## config.mk

```make
export PLATFORM = sky130hd
export DESIGN_NAME = short_filename_validator
export DESIGN_NICKNAME = d
export VERILOG_FILES = /design/src/rtl/sfv_pkg.sv /design/src/rtl/sfv_char_class.sv /design/src/rtl/short_filename_validator.sv
export SDC_FILE = /design/constraint.sdc
export NUM_CORES = 1
export LEC_CHECK = 0
export BUFFER_PORTS_ARGS = -buffer_cell sky130_fd_sc_hd__buf_2
export CAP_MARGIN = 40
export CELL_PAD_IN_SITES_DETAIL_PLACEMENT = 0
export CELL_PAD_IN_SITES_GLOBAL_PLACEMENT = 2
export CORE_ASPECT_RATIO = 0.75
export CORE_MARGIN = 4
export CORE_UTILIZATION = 41
export DETAILED_ROUTE_END_ITERATION = 8
export GPL_ROUTABILITY_DRIVEN = 0
export PLACE_DENSITY_LB_ADDON = 0.1
export SLEW_MARGIN = 25
export SYNTH_ARGS = -nofsm -noshare
export SYNTH_HDL_FRONTEND = slang
export SYNTH_SLANG_ARGS = --single-unit
export TNS_END_PERCENT = 1
```

## constraint.sdc

```tcl
create_clock -name clk_i -period 5.2 [get_ports clk_i]
set_input_delay 0.26 -clock clk_i [delete_from_list [all_inputs] [get_ports clk_i]]
set_output_delay 0.26 -clock clk_i [all_outputs]
set_load 0.005 [all_outputs]
```

## src/rtl/sfv_pkg.sv

```systemverilog
`default_nettype none

package sfv_pkg;

  localparam int unsigned CountW = 4;

  localparam logic [CountW-1:0] StemMax  = 4'd8;
  localparam logic [CountW-1:0] ExtMax   = 4'd3;
  localparam logic [CountW-1:0] NameMax  = 4'd12;
  localparam logic [CountW-1:0] CountSat = 4'd15;
  localparam logic [CountW-1:0] PrefixLen = 4'd4;
  localparam logic [CountW-1:0] ShortDevLen = 4'd3;

  localparam logic [7:0] ChCtrlTop = 8'h20;
  localparam logic [7:0] ChDel     = 8'h7f;
  localparam logic [7:0] ChSpace   = 8'h20;
  localparam logic [7:0] ChDot     = 8'h2e;
  localparam logic [7:0] ChLowerA  = 8'h61;
  localparam logic [7:0] ChLowerZ  = 8'h7a;
  localparam logic [7:0] ChDigit1  = 8'h31;
  localparam logic [7:0] ChDigit9  = 8'h39;
  localparam logic [7:0] CaseBit   = 8'h20;

  // reserved device stems, first byte in the low lane
  localparam logic [31:0] DevCon = 32'h004e4f43;
  localparam logic [31:0] DevPrn = 32'h004e5250;
  localparam logic [31:0] DevAux = 32'h00585541;
  localparam logic [31:0] DevNul = 32'h004c554e;
  localparam logic [23:0] DevCom = 24'h4d4f43;
  localparam logic [23:0] DevLpt = 24'h54504c;

  typedef struct packed {
    logic       is_dot;
    logic       is_space;
    logic       forbidden;
    logic [7:0] upper;
  } char_class_t;

  function automatic logic fat_illegal(input logic [7:0] c);
    logic r;
    r = 1'b0;
    case (c)
      8'h20, 8'h22, 8'h2a, 8'h2b, 8'h2c, 8'h2f,
      8'h3a, 8'h3b, 8'h3c, 8'h3d, 8'h3e, 8'h3f,
      8'h5b, 8'h5c, 8'h5d, 8'h7c: r = 1'b1;
      default: r = 1'b0;
    endcase
    return r;
  endfunction

  function automatic logic [CountW-1:0] sat_inc(input logic [CountW-1:0] v);
    return (v == CountSat) ? v : v + 4'd1;
  endfunction

endpackage

`default_nettype wire

```

## src/rtl/sfv_char_class.sv

```systemverilog
`default_nettype none

module sfv_char_class (
  input  wire logic [7:0]          char_code_i,
  output sfv_pkg::char_class_t     class_o
);

  logic lower;

  assign lower = (char_code_i >= sfv_pkg::ChLowerA) && (char_code_i <= sfv_pkg::ChLowerZ);

  always_comb begin
    class_o.is_dot    = (char_code_i == sfv_pkg::ChDot);
    class_o.is_space  = (char_code_i == sfv_pkg::ChSpace);
    class_o.forbidden = (char_code_i < sfv_pkg::ChCtrlTop) ||
                        (char_code_i == sfv_pkg::ChDel) ||
                        char_code_i[7] ||
                        sfv_pkg::fat_illegal(char_code_i);
    class_o.upper     = lower ? (char_code_i & ~sfv_pkg::CaseBit) : char_code_i;
  end

endmodule

`default_nettype wire

```

## src/rtl/short_filename_validator.sv

```systemverilog
`default_nettype none

// DOS 8.3 short file name checker. A name arrives one byte per word, the last
// byte flagged by final_byte_i; one verdict word (rejected_o) follows that byte,
// none for the others. One byte is taken every clock: the checks and the small
// saturating counters sit between the name state registers and the verdict
// register. While a verdict waits on the output and out_ready_i is low, no new
// byte is taken; out_ready_i feeds in_ready_o directly, so a verdict taken in a
// cycle frees the input in that same cycle.
// The verdict is registered and appears in the cycle after the final byte is
// taken. State clears after each verdict.
module short_filename_validator (
  input  wire logic       clk_i,
  input  wire logic       rst_ni,
  input  wire logic       in_valid_i,
  output      logic       in_ready_o,
  input  wire logic [7:0] char_code_i,
  input  wire logic       final_byte_i,
  output      logic       out_valid_o,
  input  wire logic       out_ready_i,
  output      logic       rejected_o
);

  logic [sfv_pkg::CountW-1:0] byte_position_q, byte_position_d;
  logic [sfv_pkg::CountW-1:0] stem_length_q, stem_length_d;
  logic [sfv_pkg::CountW-1:0] extension_length_q, extension_length_d;
  logic                       dot_seen_q, dot_seen_d;
  logic                       bad_seen_q, bad_seen_d;
  logic [31:0]                stem_prefix_q, stem_prefix_d;
  logic                       out_valid_q, out_valid_d;
  logic                       rejected_q, rejected_d;

  sfv_pkg::char_class_t cls;
  logic in_fire;
  logic reserved;
  logic verdict;

  sfv_char_class u_class (
    .char_code_i (char_code_i),
    .class_o     (cls)
  );

  assign in_ready_o  = !out_valid_q || out_ready_i;
  assign in_fire     = in_valid_i && in_ready_o;
  assign out_valid_o = out_valid_q;
  assign rejected_o  = rejected_q;

  always_comb begin
    stem_length_d      = stem_length_q;
    extension_length_d = extension_length_q;
    dot_seen_d         = dot_seen_q;
    bad_seen_d         = bad_seen_q;
    stem_prefix_d      = stem_prefix_q;
    if (cls.is_dot) begin
      if (dot_seen_q || (byte_position_q == '0)) begin
        bad_seen_d = 1'b1;
      end
      dot_seen_d = 1'b1;
    end else begin
      if (cls.forbidden) begin
        bad_seen_d = 1'b1;
      end
      if (dot_seen_q) begin
        extension_length_d = sfv_pkg::sat_inc(extension_length_q);
      end else begin
        if (stem_length_q < sfv_pkg::PrefixLen) begin
          stem_prefix_d = stem_prefix_q |
                          ({24'd0, cls.upper} << {stem_length_q[1:0], 3'b000});
        end
        stem_length_d = sfv_pkg::sat_inc(stem_length_q);
      end
    end
    byte_position_d = sfv_pkg::sat_inc(byte_position_q);
  end

  always_comb begin
    reserved = 1'b0;
    if (stem_length_d == sfv_pkg::ShortDevLen) begin
      reserved = (stem_prefix_d == sfv_pkg::DevCon) || (stem_prefix_d == sfv_pkg::DevPrn) ||
                 (stem_prefix_d == sfv_pkg::DevAux) || (stem_prefix_d == sfv_pkg::DevNul);
    end else if (stem_length_d == sfv_pkg::PrefixLen) begin
      reserved = (stem_prefix_d[31:24] >= sfv_pkg::ChDigit1) &&
                 (stem_prefix_d[31:24] <= sfv_pkg::ChDigit9) &&
                 ((stem_prefix_d[23:0] == sfv_pkg::DevCom) ||
                  (stem_prefix_d[23:0] == sfv_pkg::DevLpt));
    end
  end

  assign verdict = bad_seen_d ||
                   (byte_position_d > sfv_pkg::NameMax) ||
                   cls.is_dot || cls.is_space ||
                   (stem_length_d == '0) ||
                   (stem_length_d > sfv_pkg::StemMax) ||
                   (extension_length_d > sfv_pkg::ExtMax) ||
                   reserved;

  always_comb begin
    out_valid_d = out_valid_q;
    rejected_d  = rejected_q;
    if (out_ready_i) begin
      out_valid_d = 1'b0;
    end
    if (in_fire && final_byte_i) begin
      out_valid_d = 1'b1;
      rejected_d  = verdict;
    end
  end

  always_ff @(posedge clk_i or negedge rst_ni) begin
    if (!rst_ni) begin
      byte_position_q    <= '0;
      stem_length_q      <= '0;
      extension_length_q <= '0;
      dot_seen_q         <= 1'b0;
      bad_seen_q         <= 1'b0;
      stem_prefix_q      <= '0;
      out_valid_q        <= 1'b0;
    end else begin
      out_valid_q <= out_valid_d;
      if (in_fire) begin
        if (final_byte_i) begin
          byte_position_q    <= '0;
          stem_length_q      <= '0;
          extension_length_q <= '0;
          dot_seen_q         <= 1'b0;
          bad_seen_q         <= 1'b0;
          stem_prefix_q      <= '0;
        end else begin
          byte_position_q    <= byte_position_d;
          stem_length_q      <= stem_length_d;
          extension_length_q <= extension_length_d;
          dot_seen_q         <= dot_seen_d;
          bad_seen_q         <= bad_seen_d;
          stem_prefix_q      <= stem_prefix_d;
        end
      end
    end
  end

  always_ff @(posedge clk_i) begin
    rejected_q <= rejected_d;
  end

`ifndef ASSERT_OFF
  a_clear_after_final: assert property (@(posedge clk_i) disable iff (!rst_ni)
    in_fire && final_byte_i |=> (byte_position_q == '0) && !dot_seen_q && !bad_seen_q)
    else $error("name state not cleared after final byte");

  a_verdict_source: assert property (@(posedge clk_i) disable iff (!rst_ni)
    $rose(out_valid_q) |-> $past(in_fire && final_byte_i))
    else $error("verdict word without a final byte");

  a_ext_needs_dot: assert property (@(posedge clk_i) disable iff (!rst_ni)
    (extension_length_q != '0) |-> dot_seen_q)
    else $error("extension counted without a dot");

  a_stem_within_name: assert property (@(posedge clk_i) disable iff (!rst_ni)
    stem_length_q <= byte_position_q)
    else $error("stem longer than name");

  a_held_verdict: assert property (@(posedge clk_i) disable iff (!rst_ni)
    out_valid_q && !out_ready_i |=> out_valid_q && $stable(rejected_q))
    else $error("stalled verdict word lost");
`endif

endmodule

`default_nettype wire

```

==> After elaboration in Yosys (flattened, before gate mapping) <==
Index checks and enable logic that the tools add are counted.
{ "totals": {"register_bits": 48, "inputBits": 13, "output_inout_bits": 3, "wordCells": 105} }
{ "classes": {"addsub": 3, "order_cmp": 9, "n_eq_ne": 29, "shifts": 1, "muxes": 26, "bitwise_logic": 1, "n_reduce_logical": 28} }
{ "ops": {"columns": ["operator", "n"], "rows": [
  ["$eq A32 B23 Y1 const B", 4],
  ["$mux W32", 4],
  ["$eq A8 B6 Y1 const B", 13],
  ["$eq A24 B23 Y1 const B", 2],
  ["$eq A8 B7 Y1 const B", 5],
  ["$mux W4", 10],
  ["$or A32 B32 Y32", 1],
  ["$shl A8 B5 Y32", 1],
  ["$logic_or A1 B1 Y1", 16],
  ["$reduce_or A16 Y1", 1],
  ["$add A4 B1 Y4 const B", 3],
  ["$eq A4 B4 Y1 const B", 3],
  ["$mux W1", 11],
  ["$ge A8 B6 Y1 const B", 1],
  ["$ge A8 B7 Y1 const B", 1],
  ["$gt A4 B4 Y1 const B", 2],
  ["$le A8 B6 Y1 const B", 1],
  ["$le A8 B7 Y1 const B", 1],
  ["$logic_not A4 Y1", 2],
  ["$lt A8 B6 Y1 const B", 1],
  ["$mux W6", 1],
  ["$logic_and A1 B1 Y1", 5],
  ["$eq A4 B2 Y1 const B", 1],
  ["$eq A4 B3 Y1 const B", 1],
  ["5 further kinds", 6]
]} }

==> Longest topological paths before layout <==
{ "logic_depth": {"depth_word": 14, "mapped_depth": 11, "mapped_depth_nobuf": 9} }

==> By module <==
From an unflattened synthesis, not the netlist that was laid out.
{ "unflattened": {"hier_cells": 353, "area_unflattened_um2": 3126.7} }
{ "by_module_without_submodules": {"columns": ["module", "instances", "cells_per_inst", "area_per_inst_um2", "seq_area_each_um2"], "rows": [
  ["short_filename_validator", 1, 322, 2909.0, 1206.2],
  ["sfv_char_class", 1, 31, 217.7, 0.0]
]} }

==> Least setup slack after synthesis <==
Ideal clock, no wire load.
{ "synth_timing": {"kind": "flip-flop to flip-flop", "from": "register stem_length_q[2] (netlist name)", "to": "register rejected_q, in the netlist rejected_o (data pin)", "setup_ns": 0.259, "arrival_ns": 2.181, "required_ns": 4.941, "path_slack_ns": 2.760, "path_stages_with_launch": 9, "path_buffers": 0, "synth_period_minus_slack_ns": 2.440, "path_cell_list": "dfrtp_1 -> or3_1 -> nor3_2 -> a311oi_1 -> and2_1 -> and4b_1 -> o21bai_1 -> o32ai_1 -> a211o_1"} }
{ "synth_via": {"elab_chain_cells": 10, "elab_cells_between_ends": 33, "classes_between": "1 x add/sub; 4 x order compare; 9 x eq/ne; 8 x mux; 11 x reduce/logical"} }
{ "synth_lines": {"columns": ["element", "line", "text"], "rows": [
  ["start: declaration", "short_filename_validator.sv:25", "logic [sfv_pkg::CountW-1:0] stem_length_q, stem_length_d;"],
  ["start signal: assignment", "short_filename_validator.sv:130", "stem_length_q <= stem_length_d;"],
  ["$lt A4 B3 Y1", "short_filename_validator.sv:66", "if (stem_length_q < sfv_pkg::PrefixLen) begin"],
  ["$mux W32", "short_filename_validator.sv:66", null],
  ["$mux W32", "short_filename_validator.sv:63", "if (dot_seen_q) begin"],
  ["$mux W32", "short_filename_validator.sv:54", "if (cls.is_dot) begin"],
  ["$ge A8 B6 Y1, or another cell as far along", "short_filename_validator.sv:82", "reserved = (stem_prefix_d[31:24] >= sfv_pkg::ChDigit1) &&"],
  ["$logic_and A1 B1 Y1, or another cell as far along", "short_filename_validator.sv:82", null],
  ["$logic_and A1 B1 Y1 or $logic_or A1 B1 Y1 (tied branches)", "short_filename_validator.sv:83, short_filename_validator.sv:79", null],
  ["$mux W1 or $logic_or A1 B1 Y1 (tied branches)", "short_filename_validator.sv:81, short_filename_validator.sv:80", null],
  ["$mux W1", "short_filename_validator.sv:78", "if (stem_length_d == sfv_pkg::ShortDevLen) begin"],
  ["$logic_or A1 B1 Y1 *", "short_filename_validator.sv:94", "(extension_length_d > sfv_pkg::ExtMax) ||"],
  ["via verdict", "short_filename_validator.sv:36", "logic verdict;"],
  ["end signal: assignment", "short_filename_validator.sv:141", "rejected_q <= rejected_d;"],
  ["end: declaration", "short_filename_validator.sv:31", "logic rejected_q, rejected_d;"]
]} }
Mark *: on every way through the listed nets, which the timed path passes. The rest lies on a longest branch.
A chain may end at the register's enable or synchronous reset.

==> Worst setup path after layout <==
{ "layout_timing": {"from": "register dot_seen_q", "to": "register rejected_q, in the netlist rejected_o (data pin)"} }
{ "layout_via": {"elab_chain_cells": 10, "elab_cells_between_ends": 37, "classes_between": "4 x order compare; 8 x eq/ne; 10 x mux; 15 x reduce/logical"} }
{ "layout_lines": {"columns": ["element", "line", "text"], "rows": [
  ["start: declaration", "short_filename_validator.sv:27", "logic dot_seen_q, dot_seen_d;"],
  ["start signal: assignment", "short_filename_validator.sv:132", "dot_seen_q <= dot_seen_d;"],
  ["branches (longest 9 deep; another with $ge A8 B6 Y1)", null, null],
  ["$logic_or A1 B1 Y1 *", "short_filename_validator.sv:94", null],
  ["via verdict", "short_filename_validator.sv:36", null]
]} }
Mark *: on every way through the listed nets, which the timed path passes.

==> impl_metrics.ini <==
[run]
max_cap_violations = 0

[critical_path]
worstPathMaxFanout = 11
end_kind = register
critical_path_arrival_ps = 2860
critical_path_class = register to register
critPathRequiredTime_ps = 5270
startpoint_type = register

[synth]
syn-num-nets = 365
ys_ff_latch = 48
synth.top_cells.by_count = nor2_1 (54), a21oi_1 (47), dfrtp_1 (47)
async_reset_ff_share_pct = 97.92
post_synth_num_cell_types = 66
synth-adder-area-share_pct = 1.683
synth_compound_area_share_pct = 24.23
synth_area_per_inst_sq_um = 8.546
post-synth-top-area-cell = dfrtp_1
synth.most_common_cell = nor2_1
synth_top_cell_area_share_pct = 39.55
combinational_family_with_the_most_area_after_synthesis = simple AND/OR/NAND/NOR gates
count_of_flip_flops_with_a_built_in_enable_after_synthesis = 1
synth_ff_type = dfrtp_1
simple_gate_area_share_of_the_yosys_netlist_pct = 25.20
yosys-top-cells-area = dfrtp_1 (40%), a21oi_1 (7.9%), nor2_1 (6.8%), nand2_1 (2.7%), a31oi_1 (2.3%)
postSynthCellCount = 348
synth-seq-area-share_pct = 40.56
yosys.area_share.xor_xnor_pct = 1.178
synth.mux.area_fraction_pct = 2.440
yosysWarningCount = 0
synthesis.area_sq_mm = 0.002974

[finish]
multi_input_comb_area_sq_mm = 0.001628
finish.utilization_pct = 46.05
share_of_post_route_cells_with_drive_strength_above_1_pct = 10.89
layout_fillers = 681
layout.nets = 365
sequential_cell_area_sq_mm = 0.001206
flow.area_growth_from_synthesis_pct = 7.278
diode_insertion_count_for_antenna_repair = 0
final-instance-count-excl-fill = 447

[clocking]
ctsResizeCount = 0
htreeDepth = 2
cts-root-to-sink-buffers = 2
path_clk_slew_ps = 100
cts_tree = built
cts_sinks = 48
worstSkewPairLatency_ps = 310
cts_buffers = 5
cts_root_buf = clkbuf_8

[grt]
grt_first_pass_wirelength_mm = 14.01
via_count_of_the_first_global_routing_pass = 2483
grt.overflow.total = 0
gr-usage-all-layers_pct = 20.89
antenna_found_initial = 0
grt_start_max_net_pins = 48

[sta]
timing_worst_slew_pin_value_ps = 690.0
setup_viol_count_final = 0
final.setup.worst_slack_ps = 2405
finalCritPeriodShare_pct = 53.74
max-slew-margin-rel_pct = 53.89
setup_skew_ps = 6.869
grt_setup_unrepaired = false
timing.final.crit_period_ps = 2795
totalNegativeSetupSlack_ps = 0
timing_hold_violations_final = 0
achievable-frequency_mhz = 357.8
drv_slew = 0

[pwr]
combPwrFrac_pct = 28.2
p_leak_nw = 1.387
cellInternalPower_mw = 0.6846
vdd_ir_drop_max_v = 0.0001204
power_switching_mw = 0.3749
p_seq_share_pct = 44.7
power_frac_clock_pct = 27.1
power.switching_fraction_pct = 35.38
pwr_density_cell_mw_per_mm2 = 332.1

[floorplanning]
fp-row-count = 26
design.portCount = 16
die_height_um = 81.76
die_area_sq_mm = 0.008695
design.core.area_sq_mm = 0.006929
dieWidth_um = 106.3
floorplan.initialDensity_pct = 42.92

[routing]
drt_first_pass_iters = 4
post_route_drc = 0
routed_wirelength_mm = 8.397
dr_iter_0_viols = 169
ant_nets = 0
route.detailed.wl_per_inst_um = 18.79
route.detailed.vias_per_inst = 5.819
detailroute.via_count = 2601

[placement]
io_buffer_count = 15
post_detailed_placement_half_perimeter_wirelength_mm = 5.866
place_worst_setup_slack_ps = 2337
place.detailed.instances = 437

[min_path]
timing.hold.worst.class = primary input to register

[outcome]
status = complete, no violations
-- metal layers --
layer	vias to the layer above	wire length, um	global-route usage [%]	share of wire, %
met3	7	353	4.163	4.2
met5	-	0	0	0
li1	1280	-	-	-
met2	52	3392	29.39	40
met1	1262	4597	32.92	55
met4	0	54	3.881	0.64
-- cell type report --
cell class                 instances  share of cell area (%)
inverter                           7                  0.8235
timing repair buffer              17                   2.902
clock buffer                       5                   2.157
tap                               98                   3.843
clock inverter                     3                   1.451
sequential                        48                   37.80
multi-input combinational        269                   51.02
-- cell families (layout without fill, tap and decap cells) --
family | after synthesis | in the layout
xor+xnor | 4 | 4
fa+ha+maj | 4 | 4
mux | 7 | 7
buf+inv | 31 | 32
compound gates | 111 | 111
flops | 48 | 48
simple gates | 143 | 143
-- power groups by stage --
stage	clock network, mW	logic (mW)	registers, mW
floorplan	0	0.224	0.462
global placement	0	0.297	0.482
detailed placement	0	0.293	0.480
CTS	0.293	0.295	0.473
global route	0.311	0.336	0.481
finish	0.287	0.298	0.474
-- metrics by stage --
step	total power, mW	cell area (sq um)	hold WS (ps)
after floorplan	0.6861	2974	-35.59
after global placement	0.7789	3058	477.2
after detailed placement	0.7732	3060	327.2
after CTS	1.061	3186	262.5
after global routing	1.127	3191	285.2
final	1.059	3191	271.9
-- what timing repair did --
| action | in CTS | in global routing |
|---|---|---|
| hold buffers | 1 | 0 |
| hold endpoints to repair | 45 | 0 |
| buffers inserted | 0 | 0 |
-- worst max-delay path, cell delays in order, from the launching register on --
cell	delay [ps]
dfrtp_1	520
or3_1	470
nor3b_2	440
nand2_1	180
o211ai_1	210
a21o_1	210
nand4b_1	150
o2111ai_1	120
a211o_1	250
-- cells in the final DEF (no fill, tap or decap), drive strengths merged, types with 3 or more instances in the layout --
cell / Yosys / layout
a21o: 6 / 6
a21oi: 47 / 47
a311oi: 4 / 4
a31oi: 13 / 13
and2: 4 / 4
and3: 6 / 6
buf: 10 / 15
clkbuf: 14 / 6
dfrtp: 47 / 47
ha: 4 / 4
inv: 7 / 8
mux2i: 5 / 5
nand2: 21 / 21
nand2b: 6 / 6
nand3: 13 / 13
nand4: 3 / 3
nor2: 55 / 55
nor3: 11 / 11
nor4: 4 / 4
o211ai: 3 / 3
o21ai: 9 / 9
o31ai: 4 / 4
or3: 4 / 4
xnor2: 3 / 3
-- sequential cells by signal (all words and copies together), names as in the netlist --
name and count:
stem_length_q 4, stem_prefix_q 32, bad_seen_q 1, byte_position_q 4
out_valid_o 1, rejected_o 1, extension_length_q 4, dot_seen_q 1
-- worst paths after layout --
kind | start | end | slack (ps) | cells past startpoint
setup / recovery | dot_seen_q | rejected_o | 2410 | 8
hold / removal | final_byte_i | byte_position_q[1] | 270 | 2
setup reg to reg | dot_seen_q | rejected_o | 2410 | 8
hold reg to reg | stem_prefix_q[24] | stem_prefix_q[24] | 510 | 2
max in group asynchronous | rst_ni | stem_prefix_q[25] | 4260 | 2
min in group asynchronous | rst_ni | byte_position_q[1] | 500 | 2
Note: power is estimated with default switching activity, not from simulation.
